## config.mk

```make
export PLATFORM = sky130hd
export DESIGN_NAME = sliding_median_average_filter
export DESIGN_NICKNAME = d
export VERILOG_FILES = /design/src/hdl/smaf_pkg.sv /design/src/hdl/smaf_cell.sv /design/src/hdl/smaf_div.sv /design/src/hdl/sliding_median_average_filter.sv
export VERILOG_INCLUDE_DIRS = /design/src /design/src/hdl
export SDC_FILE = /design/constraint.sdc
export NUM_CORES = 2
export LEC_CHECK = 0
export ABC_AREA = 1
export BUFFER_PORTS_ARGS = -buffer_cell sky130_fd_sc_hd__buf_2
export CORE_MARGIN = 2
export CORE_UTILIZATION = 64
export CTS_BUF_LIST = sky130_fd_sc_hd__clkbuf_16
export DETAILED_ROUTE_END_ITERATION = 10
export PLACE_DENSITY = 0.89
export SKIP_CTS_REPAIR_TIMING = 1
export SYNTH_ARGS = -nofsm -noshare
export SYNTH_HDL_FRONTEND = slang
export SYNTH_SLANG_ARGS = --single-unit
export TNS_END_PERCENT = 30
```

## constraint.sdc

```tcl
create_clock -name clk_i -period 11.7 [get_ports clk_i]
set_clock_uncertainty 0.1 [all_clocks]
set_input_delay 0 -clock clk_i [delete_from_list [all_inputs] [get_ports clk_i]]
set_output_delay 0 -clock clk_i [all_outputs]
set_load 0.005 [all_outputs]
```

## src/hdl/assert_macros.svh

```systemverilog
// ----------------------------------------------------------------------------
// Assertion macros
// Shared shorthand for clocked assertions, sampled on clk_i, off in reset.
// ----------------------------------------------------------------------------
`ifndef ASSERT_MACROS_SVH
`define ASSERT_MACROS_SVH

// Check a property at every clock edge outside reset.
`define ASSERT_CHK(lbl, prop, msg) \
  lbl: assert property (@(posedge clk_i) disable iff (!rst_ni) prop) else $error(msg);

// Check that a condition implies a consequence at the next clock edge.
`define ASSERT_NEXT(lbl, ante, cons, msg) \
  lbl: assert property (@(posedge clk_i) disable iff (!rst_ni) (ante) |=> (cons)) \
    else $error(msg);

`endif

```

## src/hdl/smaf_pkg.sv

```systemverilog
// ----------------------------------------------------------------------------
// smaf_pkg
// Shared types and constants of the sliding median / average filter.
// ----------------------------------------------------------------------------
package smaf_pkg;

  localparam int unsigned MAX_WINDOW  = 20;
  localparam int unsigned SAMPLE_BITS = 16;
  localparam int unsigned MED_MIN     = 3;
  localparam int unsigned AVG_MIN     = 2;
  localparam int unsigned AVG_MAX     = 20;
  localparam int unsigned WIN_W =
      $clog2(((MAX_WINDOW > AVG_MAX) ? MAX_WINDOW : AVG_MAX) + 1);
  localparam int unsigned ACC_W = SAMPLE_BITS + WIN_W;
  localparam int unsigned CFG_W = 16;
  localparam int unsigned IDX_W = 3;

  typedef logic [SAMPLE_BITS-1:0] sample_t;
  typedef logic [WIN_W-1:0]       win_t;
  typedef logic [ACC_W-1:0]       acc_t;

  typedef enum logic [IDX_W-1:0] {
    CFG_MED_EN  = 3'd0,
    CFG_MED_WIN = 3'd1,
    CFG_AVG_EN  = 3'd2,
    CFG_AVG_WIN = 3'd3,
    CFG_NEAR    = 3'd4,
    CFG_FAR     = 3'd5
  } cfg_idx_e;

  // Per-cycle command broadcast to every cell of the chain
  typedef struct packed {
    logic shift;   // take the newer neighbor's sample
    logic load;    // copy sample into the circulating slot, clear ranks
    logic rotate;  // hand the circulating slot to the newer neighbor
    logic count;   // rank own sample against the circulating one
    logic mark;    // flag the cell whose rank is the median
  } cell_ctrl_t;

endpackage

```

## src/hdl/smaf_cell.sv

```systemverilog
// ----------------------------------------------------------------------------
// smaf_cell
// One ring position: holds a sample, ranks it against a circulating sample.
// ----------------------------------------------------------------------------
module smaf_cell import smaf_pkg::*; (
  input  logic       clk_i,
  input  logic       rst_ni,
  input  cell_ctrl_t ctrl_i,
  input  logic       in_win_i,
  input  win_t       rank_i,
  input  sample_t    held_i,
  output sample_t    held_o,
  input  sample_t    circ_i,
  input  logic       tag_i,
  output sample_t    circ_o,
  output logic       tag_o
);

  sample_t held_q;
  sample_t circ_q;
  logic    tag_q;
  win_t    lt_q;
  win_t    le_q;

  always_ff @(posedge clk_i) begin
    if (ctrl_i.shift) begin
      held_q <= held_i;
    end
    if (ctrl_i.load || ctrl_i.mark) begin
      circ_q <= held_q;
    end else if (ctrl_i.rotate) begin
      circ_q <= circ_i;
    end
  end

  // Median cell: fewer than k+1 samples below it, more than k at or below it
  always_ff @(posedge clk_i or negedge rst_ni) begin
    if (!rst_ni) begin
      tag_q <= 1'b0;
      lt_q  <= '0;
      le_q  <= '0;
    end else if (ctrl_i.load) begin
      tag_q <= in_win_i;
      lt_q  <= '0;
      le_q  <= '0;
    end else if (ctrl_i.mark) begin
      tag_q <= in_win_i && (lt_q <= rank_i) && (rank_i < le_q);
    end else if (ctrl_i.rotate) begin
      tag_q <= tag_i;
      if (ctrl_i.count && tag_q) begin
        if (circ_q < held_q) begin
          lt_q <= lt_q + 1'b1;
        end
        if (circ_q <= held_q) begin
          le_q <= le_q + 1'b1;
        end
      end
    end
  end

  assign held_o = held_q;
  assign circ_o = circ_q;
  assign tag_o  = tag_q;

endmodule

```

## src/hdl/smaf_div.sv

```systemverilog
// ----------------------------------------------------------------------------
// smaf_div
// Restoring divider, one quotient bit per cycle, for the window mean.
// ----------------------------------------------------------------------------
module smaf_div import smaf_pkg::*; (
  input  logic clk_i,
  input  logic rst_ni,
  input  logic start_i,
  input  acc_t dividend_i,
  input  win_t divisor_i,
  output logic done_o,
  output acc_t quotient_o
);

  localparam int unsigned CNT_W = $clog2(ACC_W);

  acc_t             dq_q;
  logic [WIN_W-1:0] rem_q;
  win_t             div_q;
  logic [CNT_W-1:0] cnt_q;
  logic             run_q;
  logic             done_q;

  logic [WIN_W:0] rem_sh;
  logic [WIN_W:0] rem_sub;
  logic           ge;

  assign rem_sh  = {rem_q, dq_q[ACC_W-1]};
  assign ge      = rem_sh >= {1'b0, div_q};
  assign rem_sub = rem_sh - {1'b0, div_q};

  always_ff @(posedge clk_i or negedge rst_ni) begin
    if (!rst_ni) begin
      dq_q   <= '0;
      rem_q  <= '0;
      div_q  <= '0;
      cnt_q  <= '0;
      run_q  <= 1'b0;
      done_q <= 1'b0;
    end else begin
      done_q <= 1'b0;
      if (start_i) begin
        dq_q  <= dividend_i;
        rem_q <= '0;
        div_q <= divisor_i;
        cnt_q <= CNT_W'(ACC_W - 1);
        run_q <= 1'b1;
      end else if (run_q) begin
        dq_q  <= {dq_q[ACC_W-2:0], ge};
        rem_q <= ge ? rem_sub[WIN_W-1:0] : rem_sh[WIN_W-1:0];
        cnt_q <= cnt_q - 1'b1;
        if (cnt_q == '0) begin
          run_q  <= 1'b0;
          done_q <= 1'b1;
        end
      end
    end
  end

  assign done_o     = done_q;
  assign quotient_o = dq_q;

endmodule

```

## src/hdl/sliding_median_average_filter.sv

```systemverilog
// ----------------------------------------------------------------------------
// sliding_median_average_filter
// Distance filter: sliding median or moving average with near/far alarms.
// ----------------------------------------------------------------------------
// Each accepted distance sample yields one result transaction. Samples enter a
// chain of MAX_WINDOW cells, newest in cell 0; the ring length is the larger
// of the enabled windows. Until that many samples have arrived since the last
// filter register write (or when no filter is on) the raw sample passes
// through. Otherwise the samples circulate once round the chain while every
// cell ranks itself: the median then takes one more circulation to pick the
// marked cell; the mean accumulates the sum during the first circulation and
// then runs one quotient bit per cycle through the divider. The input stalls
// while an item is being worked on; a finished result waits in the output
// register, so the next sample can be taken while the previous result is
// still stalled. Config writes to the enable or window registers restart the
// fill; threshold writes do not.
// ----------------------------------------------------------------------------
`include "assert_macros.svh"

module sliding_median_average_filter import smaf_pkg::*; (
  input  logic             clk_i,
  input  logic             rst_ni,
  input  logic             in_valid_i,
  output logic             in_stall_o,
  input  sample_t          distance_sample_i,
  output logic             out_valid_o,
  input  logic             out_stall_i,
  output sample_t          filtered_distance_o,
  output logic             near_alarm_o,
  output logic             far_alarm_o,
  input  logic             cfg_we_i,
  input  logic [IDX_W-1:0] cfg_idx_i,
  input  logic [CFG_W-1:0] cfg_data_i
);

  localparam int unsigned STEP_W = $clog2(MAX_WINDOW);

  typedef enum logic [2:0] {
    ST_IDLE, ST_LOAD, ST_RANK, ST_MARK, ST_PICK, ST_DIVGO, ST_DIV, ST_DONE
  } state_e;

  // Round an even median window up to odd, floor at the minimum
  function automatic win_t med_clamp(input logic [3:0] v);
    logic [3:0] o;
    o = v | 4'd1;
    if (o < 4'(MED_MIN)) o = 4'(MED_MIN);
    return WIN_W'(o);
  endfunction

  function automatic win_t avg_clamp(input logic [4:0] v);
    logic [4:0] o;
    o = v;
    if (o < 5'(AVG_MIN)) o = 5'(AVG_MIN);
    if (o > 5'(AVG_MAX)) o = 5'(AVG_MAX);
    return WIN_W'(o);
  endfunction

  function automatic win_t lim(input win_t w);
    return (w > WIN_W'(MAX_WINDOW)) ? WIN_W'(MAX_WINDOW) : w;
  endfunction

  // ---------------------------------------------------------------- config
  logic    med_en_q, avg_en_q;
  win_t    med_win_q, avg_win_q;
  sample_t near_thr_q, far_thr_q;
  logic    filt_wr;

  always_ff @(posedge clk_i or negedge rst_ni) begin
    if (!rst_ni) begin
      med_en_q   <= 1'b0;
      med_win_q  <= WIN_W'(MED_MIN);
      avg_en_q   <= 1'b0;
      avg_win_q  <= WIN_W'(AVG_MIN);
      near_thr_q <= '0;
      far_thr_q  <= '0;
    end else if (cfg_we_i) begin
      case (cfg_idx_i)
        CFG_MED_EN:  med_en_q   <= cfg_data_i[0];
        CFG_MED_WIN: med_win_q  <= med_clamp(cfg_data_i[3:0]);
        CFG_AVG_EN:  avg_en_q   <= cfg_data_i[0];
        CFG_AVG_WIN: avg_win_q  <= avg_clamp(cfg_data_i[4:0]);
        CFG_NEAR:    near_thr_q <= cfg_data_i[SAMPLE_BITS-1:0];
        CFG_FAR:     far_thr_q  <= cfg_data_i[SAMPLE_BITS-1:0];
        default: ;
      endcase
    end
  end

  // Any write to an enable or window register restarts the fill
  assign filt_wr = cfg_we_i && ((cfg_idx_i == CFG_MED_EN) || (cfg_idx_i == CFG_MED_WIN) ||
                                (cfg_idx_i == CFG_AVG_EN) || (cfg_idx_i == CFG_AVG_WIN));

  // Effective windows and ring length
  win_t med_n, avg_n, m_len, a_len, ring_len, n_sel, rank_k;
  assign med_n    = lim(med_win_q);
  assign avg_n    = lim(avg_win_q);
  assign m_len    = med_en_q ? med_win_q : '0;
  assign a_len    = avg_en_q ? avg_win_q : '0;
  assign ring_len = lim((m_len > a_len) ? m_len : a_len);
  assign n_sel    = med_en_q ? med_n : avg_n;
  assign rank_k   = n_sel >> 1;

  // ---------------------------------------------------------------- cell chain
  cell_ctrl_t cell_ctrl;
  sample_t    held     [MAX_WINDOW];
  sample_t    held_in  [MAX_WINDOW];
  sample_t    circ     [MAX_WINDOW];
  logic [MAX_WINDOW-1:0] tag;
  logic [MAX_WINDOW-1:0] in_win;

  for (genvar i = 0; i < MAX_WINDOW; i++) begin : g_cell
    localparam int unsigned NXT = (i + 1) % MAX_WINDOW;

    if (i == 0) begin : g_head
      assign held_in[i] = distance_sample_i;
    end else begin : g_body
      assign held_in[i] = held[i-1];
    end

    assign in_win[i] = WIN_W'(i) < n_sel;

    smaf_cell u_cell (
      .clk_i    (clk_i),
      .rst_ni   (rst_ni),
      .ctrl_i   (cell_ctrl),
      .in_win_i (in_win[i]),
      .rank_i   (rank_k),
      .held_i   (held_in[i]),
      .held_o   (held[i]),
      .circ_i   (circ[NXT]),
      .tag_i    (tag[NXT]),
      .circ_o   (circ[i]),
      .tag_o    (tag[i])
    );
  end

  // ---------------------------------------------------------------- divider
  logic div_start, div_done;
  acc_t div_quot;
  acc_t sum_q, sum_d;

  smaf_div u_div (
    .clk_i      (clk_i),
    .rst_ni     (rst_ni),
    .start_i    (div_start),
    .dividend_i (sum_q),
    .divisor_i  (avg_n),
    .done_o     (div_done),
    .quotient_o (div_quot)
  );

  // ---------------------------------------------------------------- control
  state_e              state_q, state_d;
  logic [STEP_W-1:0]   step_q, step_d;
  logic                step_last;
  win_t                fill_cnt_q, fill_cnt_d, fill_next;
  logic                filled_q, filled_d, filled_now;
  sample_t             res_q, res_d;
  logic                pick_found_q, pick_found_d;
  logic                out_valid_q, out_valid_d;
  sample_t             out_dist_q, out_dist_d;
  logic                near_q, near_d, far_q, far_d;
  logic                in_acc;
  logic                pick_end;
  logic                out_load;

  assign in_stall_o = (state_q != ST_IDLE);
  assign in_acc     = in_valid_i && !in_stall_o;
  assign fill_next  = fill_cnt_q + 1'b1;
  assign filled_now = filled_q || (fill_next == ring_len);
  assign step_last  = (step_q == STEP_W'(MAX_WINDOW - 1));
  assign pick_end   = (state_q == ST_PICK) && step_last;
  assign out_load   = (state_q == ST_DONE) && (!out_valid_q || !out_stall_i);

  always_comb begin
    state_d      = state_q;
    step_d       = step_q;
    fill_cnt_d   = fill_cnt_q;
    filled_d     = filled_q;
    res_d        = res_q;
    sum_d        = sum_q;
    pick_found_d = pick_found_q;
    out_valid_d  = out_valid_q;
    out_dist_d   = out_dist_q;
    near_d       = near_q;
    far_d        = far_q;
    cell_ctrl    = '0;
    div_start    = 1'b0;

    // Drop the result once the consumer takes it
    if (out_valid_q && !out_stall_i) begin
      out_valid_d = 1'b0;
    end

    case (state_q)
      ST_IDLE: begin
        if (in_acc) begin
          res_d = distance_sample_i;
          if (ring_len != '0) begin
            cell_ctrl.shift = 1'b1;
            if (!filled_q) begin
              fill_cnt_d = fill_next;
              filled_d   = (fill_next == ring_len);
            end
          end
          // Pass the raw sample until the ring has filled once, or while no filter is on
          state_d = ((ring_len != '0) && filled_now) ? ST_LOAD : ST_DONE;
        end
      end
      ST_LOAD: begin
        cell_ctrl.load = 1'b1;
        step_d         = '0;
        sum_d          = '0;
        pick_found_d   = 1'b0;
        state_d        = ST_RANK;
      end
      ST_RANK: begin
        // Cell 0 sees every circulating sample once; sum the window ones
        cell_ctrl.rotate = 1'b1;
        cell_ctrl.count  = 1'b1;
        sum_d  = sum_q + (tag[0] ? ACC_W'(circ[0]) : '0);
        step_d = step_q + 1'b1;
        if (step_last) begin
          state_d = med_en_q ? ST_MARK : ST_DIVGO;
        end
      end
      ST_MARK: begin
        cell_ctrl.mark = 1'b1;
        step_d         = '0;
        state_d        = ST_PICK;
      end
      ST_PICK: begin
        // Hold the value of the marked cell as it passes cell 0
        cell_ctrl.rotate = 1'b1;
        if (tag[0]) begin
          res_d        = circ[0];
          pick_found_d = 1'b1;
        end
        step_d = step_q + 1'b1;
        if (step_last) begin
          state_d = ST_DONE;
        end
      end
      ST_DIVGO: begin
        div_start = 1'b1;
        state_d   = ST_DIV;
      end
      ST_DIV: begin
        if (div_done) begin
          res_d   = div_quot[SAMPLE_BITS-1:0];
          state_d = ST_DONE;
        end
      end
      ST_DONE: begin
        // Advance into the output register once it is free
        if (!out_valid_q || !out_stall_i) begin
          out_valid_d = 1'b1;
          out_dist_d  = res_q;
          near_d      = (near_thr_q != '0) && (res_q <= near_thr_q);
          far_d       = (far_thr_q != '0) && (res_q >= far_thr_q);
          state_d     = ST_IDLE;
        end
      end
      default: begin
        state_d = ST_IDLE;
      end
    endcase

    if (filt_wr) begin
      fill_cnt_d = '0;
      filled_d   = 1'b0;
    end
  end

  always_ff @(posedge clk_i or negedge rst_ni) begin
    if (!rst_ni) begin
      state_q      <= ST_IDLE;
      step_q       <= '0;
      fill_cnt_q   <= '0;
      filled_q     <= 1'b0;
      res_q        <= '0;
      sum_q        <= '0;
      pick_found_q <= 1'b0;
      out_valid_q  <= 1'b0;
      out_dist_q   <= '0;
      near_q       <= 1'b0;
      far_q        <= 1'b0;
    end else begin
      state_q      <= state_d;
      step_q       <= step_d;
      fill_cnt_q   <= fill_cnt_d;
      filled_q     <= filled_d;
      res_q        <= res_d;
      sum_q        <= sum_d;
      pick_found_q <= pick_found_d;
      out_valid_q  <= out_valid_d;
      out_dist_q   <= out_dist_d;
      near_q       <= near_d;
      far_q        <= far_d;
    end
  end

  assign out_valid_o         = out_valid_q;
  assign filtered_distance_o = out_dist_q;
  assign near_alarm_o        = near_q;
  assign far_alarm_o         = far_q;

  // ---------------------------------------------------------------- checks
  `ASSERT_NEXT(a_acc_busy, in_acc, in_stall_o, "accepted sample did not start work")
  `ASSERT_CHK(a_fill_len, filled_q |-> (fill_cnt_q == ring_len), "fill count off ring length")
  `ASSERT_NEXT(a_pick_found, pick_end, pick_found_q, "no median cell marked")
  `ASSERT_CHK(a_div_mean, div_start |-> !med_en_q, "divider started with median on")
  `ASSERT_NEXT(a_out_load, out_load, out_valid_q && (state_q == ST_IDLE), "result not loaded")

endmodule

```

---- Yosys cells after proc, flatten, opt, wreduce, memory -nomap -nowiden ----
Index checks and enable logic that the tools add are counted.
word-level totals
  bits of input ports ..................... 40
  logic and storage cells ................. 865
  register bits ........................... 1011
  output and inout bits ................... 20
cells by class
  eq/ne operators ......................... 22
  add/subtract/negate cells ............... 45
  magnitude comparators ................... 110
  reduce and logical (&&, ||, !) cells .... 205
  muxes and demuxes ....................... 361
operator list
  cell                   number
  $mux W5                220
  $mux W16               44
  $le A16 B16 Y1         21
  $lt A16 B16 Y1         20
  $add A5 B1 Y5 const B  42
  $reduce_and A4 Y1      42
  $reduce_bool A2 Y1     68
  $le A5 B4 Y1           20
  $lt A4 B5 Y1           20
  $mux W1                82
  $logic_and A1 B1 Y1    66
  $pmux W16 S3           1
  $mux W21               2
  $pmux W21 S2           1
  $lt A4 B5 Y1 const A   8
  $reduce_bool A16 Y1    2
  $pmux W3 S8            1
  $add A21 B16 Y21       1
  $mux W3                7
  $lt A3 B5 Y1 const A   4
  $lt A5 B5 Y1 const A   4
  $eq A3 B3 Y1 const B   6
  $ge A16 B16 Y1         1
  $gt A5 B5 Y1 const B   3
  27 further kinds       57

---- Longest topological paths before layout ----
  depth in word-level cells ............... 11
  mapped depth ............................ 23
  depth with buffers taken out ............ 22

---- Modules after synthesis ----
From an unflattened synthesis, not the netlist that was laid out.
second synthesis, totals
  cells, all modules ...................... 6398
  area total of the unflattened synthesis .. 58185.8 um^2
by module, submodules not included
  module                         times used  cells an instance  seq. area each (um^2)  area each (um^2)
  smaf_cell                      20          262                1236.2                 2452.4
  sliding_median_average_filter  1           949                2805.2                 7114.3
  smaf_div                       1           209                950.9                  2024.4

---- Worst setup path before layout ----
No wires, ideal clock.
  path type ............................... reg-to-reg
  from .................................... register med_en_q
  to ...................................... register filled_q
  library setup time ...................... 0.103 ns
  cell stages (with the launch flop) ...... 22
  path buffers ............................ 1
  required time ........................... 11.497 ns
  setup slack ............................. 2.772 ns
  data arrival time ....................... 8.725 ns
  clock period less this slack ............ 8.928 ns
  path through ............................ dfrtp_1 > buf_2 > nand2_1 > inv_1 > ha_1 > nand2_1 > inv_1 > nand4_1 > nand3_2 > nand2_4 > nand2_1 > nand2_1 > nand2_1 > nand2_1 > nand2_1 > nand2_2 > nand2_1 > nand3_2 > nand3_2 > inv_1 > o21ai_0 > a21oi_1
on the way
  longest elaborated chain between the ends .. 11
  elaborated cells on any way between the ends .. 14
  those cells by class .................... order compare: 2; eq/ne: 1; mux: 8; reduce/logical: 3
RTL lines
  element                 RTL line                              text
  from (decl)             sliding_median_average_filter.sv:63   logic med_en_q, avg_en_q;
  from (signal assigned)  sliding_median_average_filter.sv:78   CFG_MED_EN: med_en_q <= cfg_data_i[0];
  $mux W4 *               sliding_median_average_filter.sv:97   assign m_len = med_en_q ? med_win_q : '0;
  $gt A4 B5 Y1            sliding_median_average_filter.sv:99   assign ring_len = lim((m_len > a_len) ? m_len : a_len);
  $mux W5 *               sliding_median_average_filter.sv:99
  $gt A5 B5 Y1            sliding_median_average_filter.sv:59   return (w > WIN_W'(MAX_WINDOW)) ? WIN_W'(MAX_WINDOW) : w;
  $mux W5 *               sliding_median_average_filter.sv:59
  $eq A5 B5 Y1            sliding_median_average_filter.sv:203  filled_d = (fill_next == ring_len);
  $mux W1                 sliding_median_average_filter.sv:201  if (!filled_q) begin
  $mux W1                 sliding_median_average_filter.sv:199  if (ring_len != '0) begin
  $mux W1                 sliding_median_average_filter.sv:197  if (in_acc) begin
  $mux W1                 sliding_median_average_filter.sv:195  case (state_q)
  $mux W1                 sliding_median_average_filter.sv:269  if (filt_wr) begin
  to (signal assigned)    sliding_median_average_filter.sv:292  filled_q <= filled_d;
  to (decl)               sliding_median_average_filter.sv:157  logic filled_q, filled_d, filled_now;
Every way passes the cells marked *; elsewhere a longest branch is shown, timed or not. The select of a mux whose other input is x is not followed.
A chain may end at the register's enable or synchronous reset.

---- Final worst setup path ----
  from .................................... register state_q[2]
  to ...................................... register g_cell[14].u_cell.tag_q
on the way
  longest elaborated chain between the ends .. 4
  elaborated cells on any way between the ends .. 11
  those cells by class .................... eq/ne: 4; mux: 5; reduce/logical: 2
RTL lines
  element                                                                RTL line                                               text
  from (decl)                                                            sliding_median_average_filter.sv:153                   state_e state_q, state_d;
  from (signal assigned)                                                 sliding_median_average_filter.sv:289                   state_q <= state_d;
  $eq A3 B3 Y1 / $eq A3 B2 Y1 (equally long branches)                    sliding_median_average_filter.sv:195
  $reduce_or A2 Y1 (no source line) / $mux W1 (equally long branches)    -
  $mux W1, on equally long branches                                      sliding_median_average_filter.sv:195, smaf_cell.sv:46
  $reduce_bool A3 Y1 (no source line) / $mux W1 (equally long branches)  -
  to (signal assigned)                                                   smaf_cell.sv:43                                        tag_q <= in_win_i;
  to (signal assigned)                                                   smaf_cell.sv:47                                        tag_q <= in_win_i && (lt_q <= rank_i) && (rank_i < le_q);
  to (signal assigned)                                                   smaf_cell.sv:49                                        tag_q <= tag_i;
  to (decl)                                                              smaf_cell.sv:21                                        logic tag_q;
Parallel ways exist; a longest one is shown, timed or not.

==> results.cfg <==
[power]
power_frac_seq_pct = 41.4
clkPwrFrac_pct = 20.2
pwr-share-comb_pct = 38.4
power.switching_uw = 6410
p_leak_uw = 0.02666
powerDensity_nw_per_um2 = 268.4
ir_drop_mv = 0.2286
switching_share_pct = 41.02
internal_power_uw = 9216

[setup_path]
cp_cell_sequence = inv_2, nor2_1, inv_1, nor2_1, inv_2, nand2_1, nor2_2, inv_8, buf_4, nor2_1, a31oi_1
required_ps = 12100
max_stage_delay_ps = 970
crit_type = register to register
crit_fanout = 127
crit_arrival_ps = 5200
worst_path_most_repeated_cell = nor2_1
slowest_stage = nor2_2
cp-start-kind = register
cp-end-kind = register

[global_routing]
grt_pass1_wl_um = 215700
grt.overflow.total = 0
grt_start_max_net_pins = 128
grt_pass1_vias = 41420
grt_usage_pct = 31.67
antenna_found_initial = 7

[layout]
fin_nets = 6103
diodes = 0
drive_gt1_share_pct = 5.496
areaGrowthSynthToFinish_pct = 9.485
nFillCells = 5162
utilization_pct = 70.90
finalInstanceArea_um2 = 58220

[sta]
grt_setup_unrepaired = no
timing.final.crit_period_ps = 4805
worst_slack_ps = 6895
finalSetupTns_ps = 0
timing.final.crit_share_pct = 41.07
slew_violations = 0
setup_viol = 0
clock.fmax_mhz = 208.1
hold_ws_ps = 19.36
slew_headroom_pct = 12.37
hold_viol = 0
worstMarginPinSlew_ps = 1314

[worst_hold_path]
hp-class = primary input to register

[yosys]
synth_top_area_share_pct = 36.14
synth_top_cells_by_count = 971 x nand2_1, 751 x inv_1, 640 x edfxtp_1
synth.distinct_cells = 62
syn_area_per_cell_um2 = 9.858
ys_seq_area_share_pct = 53.56
synth_cells = 5394
synthesis.nets = 5997
ys_warn_count = 0
yosysMostFrequentCell = nand2_1
synth_edf_count = 640
syn_area_um2 = 53170
async_flop_share_pct = 36.63
ys_seq_elements = 1010
synth_top_area_cell = edfxtp_1
synthFlopType = edfxtp_1
synth_area_leaders = edfxtp_1 36%, dfrtp_1 17%, ha_1 13%, nand2_1 6.9%, o21ai_0 5.6%

[placed_design]
placed_area_um2 = 54500
io_buffers = 59
detailedPlace.worstSlack_ps = 7124
place.gp.congestion = 0.8987
hpwlAfterDp_um = 90710

[floorplanning]
die_h_um = 292.2
core_area_um2 = 82110
die_w_um = 292.2
start_util_pct = 64.76
num_rows = 105
dieArea_um2 = 85400
ios = 60

[detailed_routing]
drc_errors = 0
routed_wl_um = 136600
ant_nets = 0
drtIter0Drc = 5215
firstDrtPassIters = 8
wl_per_cell_um = 20.52
via_per_inst = 6.247
vias = 41580

[clock_network]
clk_latency_ps = 680
clockBufferDepth = 3
path_clk_slew_ps = 60
cts_tree = yes
ctsHtreeMaxLevel = 3
numClockSinks = 1010
clock-root-buffer = clkbuf_16
cts_buffers = 102

[outcome]
status = complete, no violations

[flow_run]
maxCapViolations = 0
worst paths after layout:
path	from	cells past startpoint	slack [ps]	end
min reg2reg	g_cell[2].u_cell.held_o[5]	0	340	g_cell[3].u_cell.held_o[5]
min in group asynchronous	rst_ni	4	400	far_thr_q[14]
max reg2reg	state_q[2]	11	6890	g_cell[14].u_cell.tag_o
max	state_q[2]	11	6890	g_cell[14].u_cell.tag_o
max in group asynchronous	rst_ni	5	9260	g_cell[7].u_cell.le_q[3]
min	distance_sample_i[4]	2	20	g_cell[0].u_cell.held_o[4]
layer usage:
metal  global-route usage (%)  share of wire, %  vias up  routed length, um
met5                        0             0.036        -                 49
met4                    17.85               6.2        8               8442
met3                    5.236               9.1      534              12430
met2                    52.14                47     2265              64760
met1                    40.09                37    19870              50910
li1                         -                 -    18900                  -
area by class of cell:
type | count | area, um^2 | share of cell area (%)
Tap cell | 1070 | 1339 | 2.300
Inverter | 776 | 2940 | 5.051
Sequential cell | 1010 | 28480 | 48.92
Clock buffer | 104 | 2603 | 4.470
Timing Repair Buffer | 143 | 1091 | 1.874
Clock inverter | 86 | 540.5 | 0.9285
Multi-Input combinational cell | 3467 | 21220 | 36.46
kinds of logic (layout without fill, tap and decap cells):
| group | after synthesis | after routing | share of synthesized area [%] |
|---|---|---|---|
| XOR/XNOR | 44 | 44 | 0.7248 |
| buffers and inverters | 917 | 1109 | 6.553 |
| flip-flops | 1010 | 1010 | 53.56 |
| AO/OA/AOI/OAI | 1217 | 1217 | 12.80 |
| AND/OR/NAND/NOR | 1643 | 1643 | 13.09 |
| adder cells (fa/ha/maj) | 563 | 563 | 13.28 |
placed cells by master, fill, tap and decap left out, drive strengths merged, types with 20 or more instances in the layout:
master / instances
a21o: 23
a21oi: 356
a221oi: 20
a22oi: 22
buf: 89
clkbuf: 104
clkinv: 51
dfrtp: 368
dlygate4sd3: 54
edfxtp: 640
ha: 561
inv: 803
nand2: 987
nand3: 185
nand4: 98
nor2: 270
nor3: 73
o211ai: 25
o21a: 24
o21ai: 624
o221ai: 27
xor2: 35
power by group through the flow:
| stage | combinational, uW | clock (uW) | sequential [uW] |
|---|---|---|---|
| 4_1_cts | 5890 | 3160 | 6420 |
| 3_5_place_dp | 5750 | 0 | 6430 |
| 6_report | 6010 | 3150 | 6460 |
| 3_3_place_gp | 5320 | 0 | 6410 |
| 2_1_floorplan | 4150 | 0 | 6220 |
| 5_1_grt | 6740 | 3290 | 6560 |
flip-flops by register name, indices dropped and copies added, names as in the netlist, 3 cells and up:
| signal | flops |
|---|---|
| state_q | 3 |
| u_div.quotient_o | 21 |
| avg_win_q | 5 |
| u_div.cnt_q | 5 |
| near_thr_q | 16 |
| med_win_q | 3 |
| g_cell.u_cell.held_o | 320 |
| g_cell.u_cell.tag_o | 20 |
| g_cell.u_cell.le_q | 100 |
| g_cell.u_cell.lt_q | 100 |
| far_thr_q | 16 |
| u_div.div_q | 5 |
| u_div.rem_q | 5 |
| step_q | 5 |
| filtered_distance_o | 16 |
| res_q | 16 |
| fill_cnt_q | 5 |
| sum_q | 21 |
| g_cell.u_cell.circ_o | 320 |
worst max-delay path: cells and delay by family, from the launching register on:
kind            cells  cell delay, ps
flops               1             450
buf+inv             5            2050
compound gates      1              70
simple gates        5            1830
through the flow:
step | total power [uW] | instances
2_1_floorplan | 10370 | 5394
3_3_place_gp | 11730 | 6411
3_5_place_dp | 12180 | 6411
4_1_cts | 15460 | 6601
5_1_grt | 16600 | 6656
6_report | 15630 | 6656
No activity file was read; power rests on OpenSTA's default activity.
